File: src/hw/rtl/bsor_pkg.sv
// Shared types and constants for the bitmap shape outline rasterizer.
// Used by bsor_hit and the top level; depends on nothing else.
`default_nettype none

package bsor_pkg;

  localparam int FRAME_ROWS = 20;
  localparam int FRAME_COLS = 40;

  localparam int ROW_AW  = (FRAME_ROWS > 1) ? $clog2(FRAME_ROWS) : 1;
  localparam int COL_AW  = (FRAME_COLS > 1) ? $clog2(FRAME_COLS) : 1;
  localparam int OUT_W   = 40;
  localparam int PAD_W   = (FRAME_COLS > OUT_W) ? FRAME_COLS : OUT_W;

  // Signed coordinate width: covers x + width - 1 and negative offsets.
  localparam int COORD_W = 9;
  localparam int MAG_W   = COORD_W - 1;
  localparam int SQ_W    = 2 * MAG_W + 1;
  localparam int RING_W  = 10;

  typedef enum logic [2:0] {
    FN_CLEAR = 3'd0,
    FN_LINE  = 3'd1,
    FN_RECT  = 3'd2,
    FN_TRI   = 3'd3,
    FN_RING  = 3'd4,
    FN_READ  = 3'd5
  } func_t;

  typedef struct packed {
    logic [2:0]        func;
    logic [5:0]        x_start;
    logic [4:0]        y_start;
    logic [5:0]        x_end;
    logic [4:0]        y_end;
    logic [5:0]        width;
    logic [4:0]        height;
    logic [4:0]        radius;
    logic [RING_W-1:0] ring_lo;
    logic [RING_W-1:0] ring_hi;
  } cmd_t;

  function automatic logic [OUT_W-1:0] row_to_out(input logic [FRAME_COLS-1:0] row);
    logic [PAD_W-1:0] padded;
    padded = PAD_W'(row);
    return padded[OUT_W-1:0];
  endfunction

endpackage

`default_nettype wire

File: src/hw/rtl/bsor_ram.sv
// Generic single-write, single-read RAM with a registered read port.
// Stand-alone; no package dependency.
`default_nettype none

module bsor_ram #(
  parameter int WIDTH = 8,
  parameter int DEPTH = 16
) (
  input  wire logic                                      clk,
  input  wire logic                                      wr_en,
  input  wire logic [((DEPTH > 1) ? $clog2(DEPTH) : 1)-1:0] wr_addr,
  input  wire logic [WIDTH-1:0]                          wr_data,
  input  wire logic                                      rd_en,
  input  wire logic [((DEPTH > 1) ? $clog2(DEPTH) : 1)-1:0] rd_addr,
  output logic      [WIDTH-1:0]                          rd_data
);

  logic [WIDTH-1:0] mem_r [DEPTH];

  always_ff @(posedge clk) begin
    if (wr_en) begin
      mem_r[wr_addr] <= wr_data;
    end
    if (rd_en) begin
      rd_data <= mem_r[rd_addr];
    end
  end

endmodule

`default_nettype wire

File: src/hw/rtl/bsor_hit.sv
// Shared pixel test: decides whether the latched shape covers one frame pixel.
// Depends on bsor_pkg for the command struct and coordinate widths.
`default_nettype none

module bsor_hit (
  input  wire bsor_pkg::cmd_t                   cmd,
  input  wire logic [bsor_pkg::COL_AW-1:0]      px,
  input  wire logic [bsor_pkg::ROW_AW-1:0]      py,
  output logic                                  hit
);

  logic signed [bsor_pkg::COORD_W-1:0] sx, sy, xs, ys, xe, ye;
  logic signed [bsor_pkg::COORD_W-1:0] w_s, h_s, x_right, y_bot;
  logic signed [bsor_pkg::COORD_W-1:0] dx, dy, adx, ady;
  logic [2*bsor_pkg::MAG_W-1:0]         sq_x, sq_y;
  logic [bsor_pkg::SQ_W-1:0]            sq_sum;
  logic                                 line_hit, rect_hit, tri_hit, ring_hit;
  logic                                 in_x, in_y;

  always_comb begin
    sx  = signed'(bsor_pkg::COORD_W'(px));
    sy  = signed'(bsor_pkg::COORD_W'(py));
    xs  = signed'(bsor_pkg::COORD_W'(cmd.x_start));
    ys  = signed'(bsor_pkg::COORD_W'(cmd.y_start));
    xe  = signed'(bsor_pkg::COORD_W'(cmd.x_end));
    ye  = signed'(bsor_pkg::COORD_W'(cmd.y_end));
    w_s = signed'(bsor_pkg::COORD_W'(cmd.width));
    h_s = signed'(bsor_pkg::COORD_W'(cmd.height));

    x_right = xs + w_s - bsor_pkg::COORD_W'(1);
    y_bot   = ys + h_s - bsor_pkg::COORD_W'(1);

    dx  = sx - xs;
    dy  = sy - ys;
    adx = (dx < 0) ? -dx : dx;
    ady = (dy < 0) ? -dy : dy;

    sq_x   = adx[bsor_pkg::MAG_W-1:0] * adx[bsor_pkg::MAG_W-1:0];
    sq_y   = ady[bsor_pkg::MAG_W-1:0] * ady[bsor_pkg::MAG_W-1:0];
    sq_sum = bsor_pkg::SQ_W'(sq_x) + bsor_pkg::SQ_W'(sq_y);

    // A line that is neither horizontal nor vertical never matches.
    if (ys == ye) begin
      line_hit = (sy == ys) && (sx >= xs) && (sx <= xe);
    end else begin
      line_hit = (xs == xe) && (sx == xs) && (sy >= ys) && (sy <= ye);
    end

    in_x     = (sx >= xs) && (sx <= x_right);
    in_y     = (sy >= ys) && (sy <= y_bot);
    rect_hit = (cmd.width != '0) && (cmd.height != '0) &&
               ((in_x && ((sy == ys) || (sy == y_bot))) ||
                (in_y && ((sx == xs) || (sx == x_right))));

    // The two diagonals meet the base on its last row; the base fills between.
    tri_hit  = (dy >= 0) && (dy < h_s) &&
               ((adx == dy) || ((dy == h_s - bsor_pkg::COORD_W'(1)) && (adx <= dy)));

    ring_hit = (cmd.radius != '0) &&
               (sq_sum >= bsor_pkg::SQ_W'(cmd.ring_lo)) &&
               (sq_sum <= bsor_pkg::SQ_W'(cmd.ring_hi));

    unique case (cmd.func)
      bsor_pkg::FN_LINE: hit = line_hit;
      bsor_pkg::FN_RECT: hit = rect_hit;
      bsor_pkg::FN_TRI:  hit = tri_hit;
      bsor_pkg::FN_RING: hit = ring_hit;
      default:           hit = 1'b0;
    endcase
  end

endmodule

`default_nettype wire

File: src/hw/rtl/bitmap_shape_outline_rasterizer.sv
// Top level of the bitmap shape outline rasterizer: command sequencer and frame.
// Depends on bsor_pkg, bsor_ram and bsor_hit.
`default_nettype none

// A command is taken when start is high and busy is low. Clear and unused codes
// give their result in the cycle after acceptance; a row read first passes
// through S_FETCH, which registers the row read from the frame as the result. A
// draw command sweeps the whole frame one pixel per cycle through the shared
// pixel test, with a fetch step (S_READ) before and a write-back step (S_WRITE)
// after each row, and busy stays high until the result. Every command returns
// one result, marked by out_valid for a single cycle; the receiver cannot stall
// it, so it must take it then. Draw commands return zero. The frame is cleared at
// reset and by a clear command via the row valid flags; no clearing pass is needed.
module bitmap_shape_outline_rasterizer (
  input  wire logic                       clk,
  input  wire logic                       rst_n,
  input  wire logic                       start,
  output logic                            busy,
  input  wire logic [2:0]                 in_func,
  input  wire logic [5:0]                 in_x_start,
  input  wire logic [4:0]                 in_y_start,
  input  wire logic [5:0]                 in_x_end,
  input  wire logic [4:0]                 in_y_end,
  input  wire logic [5:0]                 in_width,
  input  wire logic [4:0]                 in_height,
  input  wire logic [4:0]                 in_radius,
  output logic                            out_valid,
  output logic [bsor_pkg::OUT_W-1:0]      out_row_bits
);

  typedef enum logic [2:0] {
    S_IDLE,
    S_FETCH,
    S_READ,
    S_SWEEP,
    S_WRITE
  } state_t;

  state_t                           state_r;
  bsor_pkg::cmd_t                   cmd_r;
  logic [bsor_pkg::ROW_AW-1:0]      y_r;
  logic [bsor_pkg::COL_AW-1:0]      x_r;
  logic [bsor_pkg::FRAME_COLS-1:0]  mask_r, mask_nxt;
  logic [bsor_pkg::FRAME_ROWS-1:0]  valid_r;
  logic                             rd_hit_r;
  logic                             out_valid_r;
  logic [bsor_pkg::OUT_W-1:0]       out_row_bits_r;

  logic                             accept;
  logic                             read_in_range;
  logic [bsor_pkg::ROW_AW-1:0]      in_row;
  logic [bsor_pkg::RING_W-1:0]      r_sq;
  logic                             pix_hit;

  logic                             ram_rd_en, ram_wr_en;
  logic [bsor_pkg::ROW_AW-1:0]      ram_rd_addr;
  logic [bsor_pkg::FRAME_COLS-1:0]  ram_rd_data, old_row, wr_row_nxt;

  assign busy         = (state_r != S_IDLE);
  assign accept       = start && !busy;
  assign out_valid    = out_valid_r;
  assign out_row_bits = out_row_bits_r;

  assign in_row        = in_y_start[bsor_pkg::ROW_AW-1:0];
  assign read_in_range = (6'(in_y_start) < 6'(bsor_pkg::FRAME_ROWS));
  assign r_sq          = bsor_pkg::RING_W'(in_radius) * bsor_pkg::RING_W'(in_radius);

  assign ram_rd_en   = (accept && (in_func == bsor_pkg::FN_READ) && read_in_range) ||
                       (state_r == S_READ);
  assign ram_rd_addr = (state_r == S_IDLE) ? in_row : y_r;
  assign ram_wr_en   = (state_r == S_WRITE);

  // Rows never written since the last clear read as blank.
  assign old_row    = rd_hit_r ? ram_rd_data : '0;
  assign wr_row_nxt = old_row | mask_r;
  assign mask_nxt   = {pix_hit, mask_r[bsor_pkg::FRAME_COLS-1:1]};

  bsor_ram #(
    .WIDTH (bsor_pkg::FRAME_COLS),
    .DEPTH (bsor_pkg::FRAME_ROWS)
  ) u_frame (
    .clk     (clk),
    .wr_en   (ram_wr_en),
    .wr_addr (y_r),
    .wr_data (wr_row_nxt),
    .rd_en   (ram_rd_en),
    .rd_addr (ram_rd_addr),
    .rd_data (ram_rd_data)
  );

  bsor_hit u_hit (
    .cmd (cmd_r),
    .px  (x_r),
    .py  (y_r),
    .hit (pix_hit)
  );

  always_ff @(posedge clk) begin
    if (!rst_n) begin
      state_r     <= S_IDLE;
      valid_r     <= '0;
      out_valid_r <= 1'b0;
      y_r         <= '0;
      x_r         <= '0;
      rd_hit_r    <= 1'b0;
    end else begin
      unique case (state_r)
        S_IDLE: begin
          if (accept) begin
            cmd_r.func    <= in_func;
            cmd_r.x_start <= in_x_start;
            cmd_r.y_start <= in_y_start;
            cmd_r.x_end   <= in_x_end;
            cmd_r.y_end   <= in_y_end;
            cmd_r.width   <= in_width;
            cmd_r.height  <= in_height;
            cmd_r.radius  <= in_radius;
            cmd_r.ring_lo <= r_sq - bsor_pkg::RING_W'(in_radius);
            cmd_r.ring_hi <= r_sq + bsor_pkg::RING_W'(in_radius);
            y_r           <= '0;
            unique case (in_func)
              bsor_pkg::FN_LINE, bsor_pkg::FN_RECT,
              bsor_pkg::FN_TRI, bsor_pkg::FN_RING: begin
                out_valid_r <= 1'b0;
                state_r     <= S_READ;
              end
              bsor_pkg::FN_READ: begin
                out_valid_r <= 1'b0;
                rd_hit_r    <= read_in_range && valid_r[in_row];
                state_r     <= S_FETCH;
              end
              bsor_pkg::FN_CLEAR: begin
                valid_r        <= '0;
                out_valid_r    <= 1'b1;
                out_row_bits_r <= '0;
              end
              default: begin
                out_valid_r    <= 1'b1;
                out_row_bits_r <= '0;
              end
            endcase
          end else begin
            out_valid_r <= 1'b0;
          end
        end
        S_FETCH: begin
          out_valid_r    <= 1'b1;
          out_row_bits_r <= bsor_pkg::row_to_out(old_row);
          state_r        <= S_IDLE;
        end
        S_READ: begin
          out_valid_r <= 1'b0;
          rd_hit_r    <= valid_r[y_r];
          x_r         <= '0;
          state_r     <= S_SWEEP;
        end
        S_SWEEP: begin
          out_valid_r <= 1'b0;
          mask_r      <= mask_nxt;
          x_r         <= x_r + 1'b1;
          if (x_r == bsor_pkg::COL_AW'(bsor_pkg::FRAME_COLS - 1)) begin
            state_r <= S_WRITE;
          end
        end
        S_WRITE: begin
          valid_r[y_r] <= 1'b1;
          if (y_r == bsor_pkg::ROW_AW'(bsor_pkg::FRAME_ROWS - 1)) begin
            out_valid_r    <= 1'b1;
            out_row_bits_r <= '0;
            state_r        <= S_IDLE;
          end else begin
            out_valid_r <= 1'b0;
            y_r         <= y_r + 1'b1;
            state_r     <= S_READ;
          end
        end
        default: begin
          out_valid_r <= 1'b0;
          state_r     <= S_IDLE;
        end
      endcase
    end
  end

  // A result is only ever delivered once the sequencer is free again.
  a_result_when_free: assert property (@(posedge clk) disable iff (!rst_n)
    out_valid |-> !busy)
    else $error("result strobe while a command is still in progress");

  // A draw command keeps the block busy from the next cycle on.
  a_draw_goes_busy: assert property (@(posedge clk) disable iff (!rst_n)
    (accept && ((in_func == bsor_pkg::FN_LINE) || (in_func == bsor_pkg::FN_RECT) ||
                (in_func == bsor_pkg::FN_TRI) || (in_func == bsor_pkg::FN_RING)))
    |=> (busy && !out_valid))
    else $error("draw command did not start the frame sweep");

  // Writing back the last row ends the sweep with a zero result.
  a_sweep_ends: assert property (@(posedge clk) disable iff (!rst_n)
    ((state_r == S_WRITE) && (y_r == bsor_pkg::ROW_AW'(bsor_pkg::FRAME_ROWS - 1)))
    |=> (out_valid && (out_row_bits == '0) && !busy))
    else $error("frame sweep did not finish with a result");

  // A clear command blanks every row at once.
  a_clear_blanks: assert property (@(posedge clk) disable iff (!rst_n)
    (accept && (in_func == bsor_pkg::FN_CLEAR)) |=> (valid_r == '0) && out_valid)
    else $error("clear command left rows marked as written");

  // Row writes happen only in the write-back step of a sweep.
  a_write_in_sweep: assert property (@(posedge clk) disable iff (!rst_n)
    ram_wr_en |-> (cmd_r.func != bsor_pkg::FN_READ) && (cmd_r.func != bsor_pkg::FN_CLEAR))
    else $error("frame row written outside a draw command");

endmodule

`default_nettype wire

File: config.mk
export PLATFORM = sky130hd
export DESIGN_NAME = bitmap_shape_outline_rasterizer
export DESIGN_NICKNAME = d
export VERILOG_FILES = /design/src/hw/rtl/bsor_pkg.sv /design/src/hw/rtl/bsor_ram.sv /design/src/hw/rtl/bsor_hit.sv /design/src/hw/rtl/bitmap_shape_outline_rasterizer.sv
export SDC_FILE = /design/constraint.sdc
export NUM_CORES = 2
export LEC_CHECK = 0
export BUFFER_PORTS_ARGS = -buffer_cell sky130_fd_sc_hd__buf_2
export CORE_MARGIN = 2
export CORE_UTILIZATION = 50
export CTS_CLUSTER_DIAMETER = 120
export DETAILED_ROUTE_END_ITERATION = 8
export PLACE_DENSITY = 0.7
export SETUP_SLACK_MARGIN = 0.05
export SYNTH_ARGS = -nofsm -noshare
export SYNTH_HDL_FRONTEND = slang
export SYNTH_SLANG_ARGS = --single-unit
File: constraint.sdc
create_clock -name clk -period 24.7 [get_ports clk]
set_input_delay 0 -clock clk [delete_from_list [all_inputs] [get_ports clk]]
set_output_delay 0 -clock clk [all_outputs]
set_load 0.05 [all_outputs]
### After elaboration in Yosys (flattened, before gate mapping)

Memory sizes are Yosys's and may differ from the RTL's. A register that Yosys moved wholly into a read port is not among the register bits.
Index checks and enable logic that the tools add are counted.
Widths: inputs -> output; s select.

| word-level totals | value |
|---|---|
| flip-flop bits (word level) | 177 |
| memory bits (writable) | 800 |
| output and inout bits | 42 |
| logic and storage cells | 169 |
| memories | 1 |

Memories:

| name | words | bits a word | read ports | clocked after memory_dff | write ports | line | RTL |
|---|---|---|---|---|---|---|---|
| u_frame.mem_r | 20 | 40 | 1 | 1 | 1 | bsor_ram.sv:18 | `logic [WIDTH-1:0] mem_r [DEPTH];` |

| cells by class | value |
|---|---|
| $add $sub $neg | 14 |
| $mul | 3 |
| magnitude comparators | 17 |
| eq/ne operators | 31 |
| multiplexer cells | 37 |
| bitwise gates (word level) | 2 |
| reduce and logical (&&, ||, !) cells | 46 |

Operators by type and width:

| cell | count |
|---|---|
| $mux 40 | 4 |
| $pmux 40 s3 | 1 |
| $mux 20 | 2 |
| $or 40x40->40 | 1 |
| $pmux 20 s2 | 1 |
| $mul 8x8->16 | 2 |
| $logic_and 1x1->1 | 21 |
| $or 20x20->20 | 1 |
| $eq 3x2->1 const B | 6 |
| $eq 6x6->1 | 3 |
| $sub 9x2->9 const B | 2 |
| $add 16x16->17 | 1 |
| $ge 17x10->1 | 1 |
| $le 17x10->1 | 1 |
| $mux 5 | 3 |
| $reduce_and 3->1 | 5 |
| $eq 3x3->1 const B | 4 |
| $lt 5x6->1 const B | 2 |
| $pmux 3 s4 | 1 |
| $pmux 6 s2 | 1 |
| $mux 1 | 11 |
| $add 10x5->10 | 1 |
| $bmux 1 s5 | 2 |
| $eq 5x5->1 | 2 |
| other kinds (54) | 71 |

### Longest topological paths before layout

| logic depth | value |
|---|---|
| word-level depth | 9 |
| gate-level depth with buffers | 36 |
| depth with buffers taken out | 36 |

### Hierarchy

Synthesis repeated with hierarchy kept, for this count alone.

| unflattened totals | value |
|---|---|
| cell total of the unflattened synthesis | 3047 |
| area total of the unflattened synthesis | 45986.6 µm² |

Modules (own cells, without submodules):

| module | times used | cells an instance | area each (µm²) | sequential area each (µm²) |
|---|---|---|---|---|
| bsor_ram | 1 | 1651 | 31906.9 | 25224.2 |
| bitmap_shape_outline_rasterizer | 1 | 627 | 7652.3 | 4864.7 |
| bsor_hit | 1 | 769 | 6427.4 | 0.0 |

### Least setup slack after synthesis

No wires, ideal clock.

| path | value |
|---|---|
| path type | reg2reg |
| start point | reg y_r[0] (netlist bit) |
| end point | reg mask_r[39] (netlist bit) (data pin) |
| library setup time | 0.136 ns |
| data arrival time | 7.747 ns |
| data required time | 24.564 ns |
| slack | 16.817 ns |
| stages on the path, launching flop included | 33 |
| path buffers | 1 |
| clock period less this slack | 7.883 ns |
| cells stage by stage | dfxtp_1 buf_2 inv_1 ha_1 fa_1 nand2b_1 o2bb2ai_1 xnor2_2 inv_2 xnor2_1 nor2_1 ha_1 or2_2 fa_1 fa_1 fa_1 fa_1 inv_1 fa_1 inv_1 ha_1 o21a_1 o31a_1 o21a_1 nor2_1 xnor2_1 ha_1 o22ai_1 a2111oi_0 nand3_1 nor4_1 o2111ai_1 nand3_1 |

| on the way | value |
|---|---|
| cells in the longest elaborated chain, start to end | 9 |

Ends and longest elaborated chain:

| what | line | RTL |
|---|---|---|
| from (decl) | bitmap_shape_outline_rasterizer.sv:41 | `logic [bsor_pkg::ROW_AW-1:0] y_r;` |
| from (signal assigned) | bitmap_shape_outline_rasterizer.sv:173 | `y_r <= y_r + 1'b1;` |
| $sub 5x5->6 | bsor_hit.sv:34 | `dy = sy - ys;` |
| $neg 6->8 / $lt 6x1->1 (equally long branches) | bsor_hit.sv:36 | `ady = (dy < 0) ? -dy : dy;` |
| $mux 8 | bsor_hit.sv:36 |  |
| $mul 8x8->16 | bsor_hit.sv:39 | `sq_y = ady[bsor_pkg::MAG_W-1:0] * ady[bsor_pkg::MAG_W-1:0];` |
| $add 16x16->17 | bsor_hit.sv:40 | `sq_sum = bsor_pkg::SQ_W'(sq_x) + bsor_pkg::SQ_W'(sq_y);` |
| $ge 17x10->1 | bsor_hit.sv:60 | `(sq_sum >= bsor_pkg::SQ_W'(cmd.ring_lo)) &&` |
| $logic_and 1x1->1 | bsor_hit.sv:59 | `ring_hit = (cmd.radius != '0) &&` |
| $logic_and 1x1->1 | bsor_hit.sv:60 |  |
| $pmux 1 s4 * | bsor_hit.sv:63 | `unique case (cmd.func)` |
| to (signal assigned) | bitmap_shape_outline_rasterizer.sv:159 | `mask_r <= mask_nxt;` |
| to (decl) | bitmap_shape_outline_rasterizer.sv:43 | `logic [bsor_pkg::FRAME_COLS-1:0] mask_r, mask_nxt;` |

Mark *: on every way between the ends. The rest lies on a longest branch, timed or not.
A chain may end at the register's enable or synchronous reset.

### Final worst setup path

Same ends and word-level chain as after synthesis.

==> flow_summary.yaml <==
floorplanning:
  floorplan.die_area_um2: 93840
  starting_density_of_the_core: 0.5062
  rows: 110
  num_io_pins: 86
  die_y_um: 306.3
  core_region_area_um2: 90290
  fp.dieW_um: 306.3
worst_setup_path:
  cell_count_of_the_worst_reg_to_reg_path: 31
  cp_common_cell: "sky130_fd_sc_hd__fa_1"
  worst_ep_required_time_ns: 25.23
  critical_path.startpoint_type: "register"
  end_kind: "register"
  largest_stage_delay_on_the_critical_path_ns: 0.66
  critical_path_peak_fanout: 10
  arrival_worst_endpoint_ns: 9.67
  slowest_stage: "sky130_fd_sc_hd__dfxtp_1"
  crit_type: "register to register"
placed_design:
  place_ws_ns: 15.65
  port_buffers: 85
  place.detailed.instances: 4140
  gp_congestion: 0.8929
  post-dp-hpwl_um: 59190
  placed_area_um2: 47820
routing:
  first_iter_violations: 2855
  wl_per_cell_um: 24.32
  routed-via-count: 25546
  detail_route.first_pass.iterations: 7
  routed_wirelength_um: 106100
  routed_via_density: 5.858
  ant_nets: 0
  drcViolationCount: 0
timing:
  worst_clock_skew_ns: 0.04447
  hold_violations: 0
  final.period_utilization: 0.3699
  worstMarginPinSlew_ns: 1.243
  post_layout_worst_setup_margin_ns: 15.56
  finalSetupViolCount: 0
  fin_tns_setup_ns: 0
  min_period_ns: 9.138
  timing.max_slew.rel_slack: 0.1669
  rsz0062_at_grt: "no"
  final_max_slew_viol_count: 0
  max_freq_mhz: 109.4
job:
  max_cap_viol_count: 0
global_routing:
  grt_start_max_net_pins: 127
  grt.overflow.total: 0
  grt_first_pass_wirelength_um: 161500
  number_of_antenna_violations_at_the_first_check_in_global_routing: 1
  number_of_global_route_vias_before_repair: 26327
  track_usage: 0.2281
clocking:
  htree_num_levels: 3
  tritoncts: "built"
  insertion_delay_ns: 0.67
  cts_root_buf: "sky130_fd_sc_hd__clkbuf_16"
  post_cts.resized_instances: 0
  cts_max_path_buffers: 3
  cts_setup_buffers: 0
  cts_sinks: 1014
  clk_pin_slew_worst_paths_ns: 0.06
  cts_buffers: 99
power:
  power.static_leakage_nw: 18.33
  power.total_mw: 5.702
  irDropWorstVdd_uv: 286.5
  power_density_of_the_placed_cells_nw_per_um2: 110.9
final_layout:
  fillCellCount: 6855
  layoutNonFillerInstCount: 4361
  syn2layout_area_growth_pct: 12.50
  total_area_of_multi_input_combinational_cells_um2: 14740
  layout.nets: 3398
  register_area_um2: 30090
  final_layout_size_suffix_gt1_frac: 0.1636
  final_standard_cell_area_without_fillers_um2: 51410
  layout.cells.most_common: "sky130_fd_sc_hd__edfxtp_1"
  highest_count_cells_in_the_layout_ignoring_fill_and_taps: "sky130_fd_sc_hd__edfxtp_1 (978), sky130_fd_sc_hd__nand2_1 (342), sky130_fd_sc_hd__mux4_2 (211), sky130_fd_sc_hd__inv_1 (200), sky130_fd_sc_hd__ha_1 (163)"
worst_hold_path:
  min_path_type: "input pin to register"
  hold_path_depth: 2
logic_synthesis:
  postSynth.asyncResetShare: 0
  synth_edf_count: 978
  distinct_cell_type_count_of_the_synthesized_netlist: 81
  syn_inst: 2902
  yosys_register_bits: 1014
  synth.yosys.seq_area_share: 0.6584
  netlist_area_um2: 45700
  yosys_most_used_dff: "sky130_fd_sc_hd__edfxtp_1"
  yosys_warnings: 0
  post_synth.cell_area_avg_um2: 15.75
status:
  status: "completed"
==> power by group <==
part / internal [mW] / switching [mW]
Clock: 0.841 / 0.631
Combinational: 0.941 / 1.33
Sequential: 1.94 / 0.0195
Total: 3.72 / 1.98
==> cell usage after synthesis, types with 4 or more instances <==
master	n	share of area
sky130_fd_sc_hd__nand2_1	342	0.028
sky130_fd_sc_hd__o22ai_1	9	0.0012
sky130_fd_sc_hd__inv_2	4	0.00033
sky130_fd_sc_hd__nand4_1	12	0.0016
sky130_fd_sc_hd__mux2i_1	9	0.0020
sky130_fd_sc_hd__o21ai_0	37	0.0041
sky130_fd_sc_hd__xor2_1	32	0.0061
sky130_fd_sc_hd__o21bai_1	5	0.00082
sky130_fd_sc_hd__nand2b_1	54	0.0074
sky130_fd_sc_hd__ha_1	163	0.045
sky130_fd_sc_hd__and2_1	15	0.0021
sky130_fd_sc_hd__or3_1	6	0.00082
sky130_fd_sc_hd__buf_2	38	0.0042
sky130_fd_sc_hd__o21a_1	12	0.0020
sky130_fd_sc_hd__a21oi_1	50	0.0055
sky130_fd_sc_hd__mux4_2	211	0.10
sky130_fd_sc_hd__o31ai_1	4	0.00066
sky130_fd_sc_hd__edfxtp_1	978	0.64
sky130_fd_sc_hd__nor2_1	158	0.013
sky130_fd_sc_hd__o21ai_1	83	0.0091
sky130_fd_sc_hd__xnor2_1	37	0.0071
sky130_fd_sc_hd__nor2b_1	16	0.0022
sky130_fd_sc_hd__nor4_1	8	0.0011
sky130_fd_sc_hd__fa_1	83	0.036
sky130_fd_sc_hd__a21o_1	9	0.0015
sky130_fd_sc_hd__buf_4	10	0.0016
sky130_fd_sc_hd__o211ai_1	11	0.0018
sky130_fd_sc_hd__a211oi_1	8	0.0013
sky130_fd_sc_hd__inv_1	201	0.017
sky130_fd_sc_hd__a31oi_1	28	0.0038
sky130_fd_sc_hd__dfxtp_1	36	0.016
sky130_fd_sc_hd__and3_1	10	0.0014
sky130_fd_sc_hd__nor3_1	22	0.0024
sky130_fd_sc_hd__o2111ai_1	4	0.00077
sky130_fd_sc_hd__clkbuf_1	58	0.0048
sky130_fd_sc_hd__nand3_1	68	0.0074
==> sequential cells by signal, indices dropped and copies added (netlist names) <==
register         flops
u_frame.mem_r      800
state_r              3
valid_r             20
out_row_bits        40
mask_r              40
rd_hit_r             1
x_r                  6
y_r                  5
u_frame.rd_data     40
cmd_r               58
out_valid            1
==> path summary, 6_finish.rpt <==
path | slack [ns] | start | to
max | 15.56 | y_r[0]$_SDFFE_PN0P_ | mask_r[39]$_SDFFCE_PN0P_
min | 0.05 | in_height[2] | cmd_r[27]$_DFFE_PP_
max reg2reg | 15.56 | y_r[0]$_SDFFE_PN0P_ | mask_r[39]$_SDFFCE_PN0P_
min reg2reg | 0.45 | mask_r[2]$_DFFE_PP_ | mask_r[1]$_DFFE_PP_
==> logic make-up after synthesis <==
logic type      count (synthesis)  share of synthesized area
other cells                     2                  0.0001643
mux                           223                     0.1067
fa+ha+maj                     247                    0.08120
xor+xnor                       72                    0.01446
flops                        1014                     0.6584
compound gates                291                    0.03882
buf+inv                       315                    0.02776
simple gates                  738                    0.07250
==> metrics by stage <==
stage / hold slack [ns] / util
2_1_floorplan: 0.09887 / -
3_3_place_gp: 0.1793 / 0.5297
4_1_cts: 0.01705 / 0.5694
5_1_grt: 0.05882 / 0.5694
6_report: 0.05025 / 0.5694
3_5_place_dp: 0.1781 / 0.5297
==> worst max-delay path: cells and delay by family (launching register included) <==
| family | cells | cell delay [ns] |
|---|---|---|
| AO/OA/AOI/OAI | 7 | 1.25 |
| XOR/XNOR | 3 | 1.10 |
| adder cells (fa/ha/maj) | 10 | 4.13 |
| buffers and inverters | 4 | 0.56 |
| flip-flops | 1 | 0.66 |
| AND/OR/NAND/NOR | 7 | 1.30 |
==> routing by layer <==
metal | vias up | global-route usage | wire (µm)
li1 | 11271 | - | -
met2 | 1044 | 0.3753 | 51700
met1 | 13070 | 0.3253 | 44650
met4 | 0 | 0.05894 | 2497
met5 | - | 0 | 0
met3 | 161 | 0.02931 | 7209
==> timing repair <==
item	4_1_cts	5_1_grt
hold buffers	43	0
endpoints found under the hold margin	65	0
endpoints found under the setup margin	0	0
==> layout make-up <==
class | instances | area share
inverters | 206 | 0.01504
flip-flops and latches | 1014 | 0.5853
clock buffers | 122 | 0.05047
repair buffers | 169 | 0.02288
clock inverters | 55 | 0.01093
diodes | 1 | 0.00004867
well taps | 1176 | 0.02862
multi-input cells | 1618 | 0.2868
(Power assumes the default switching activity.)
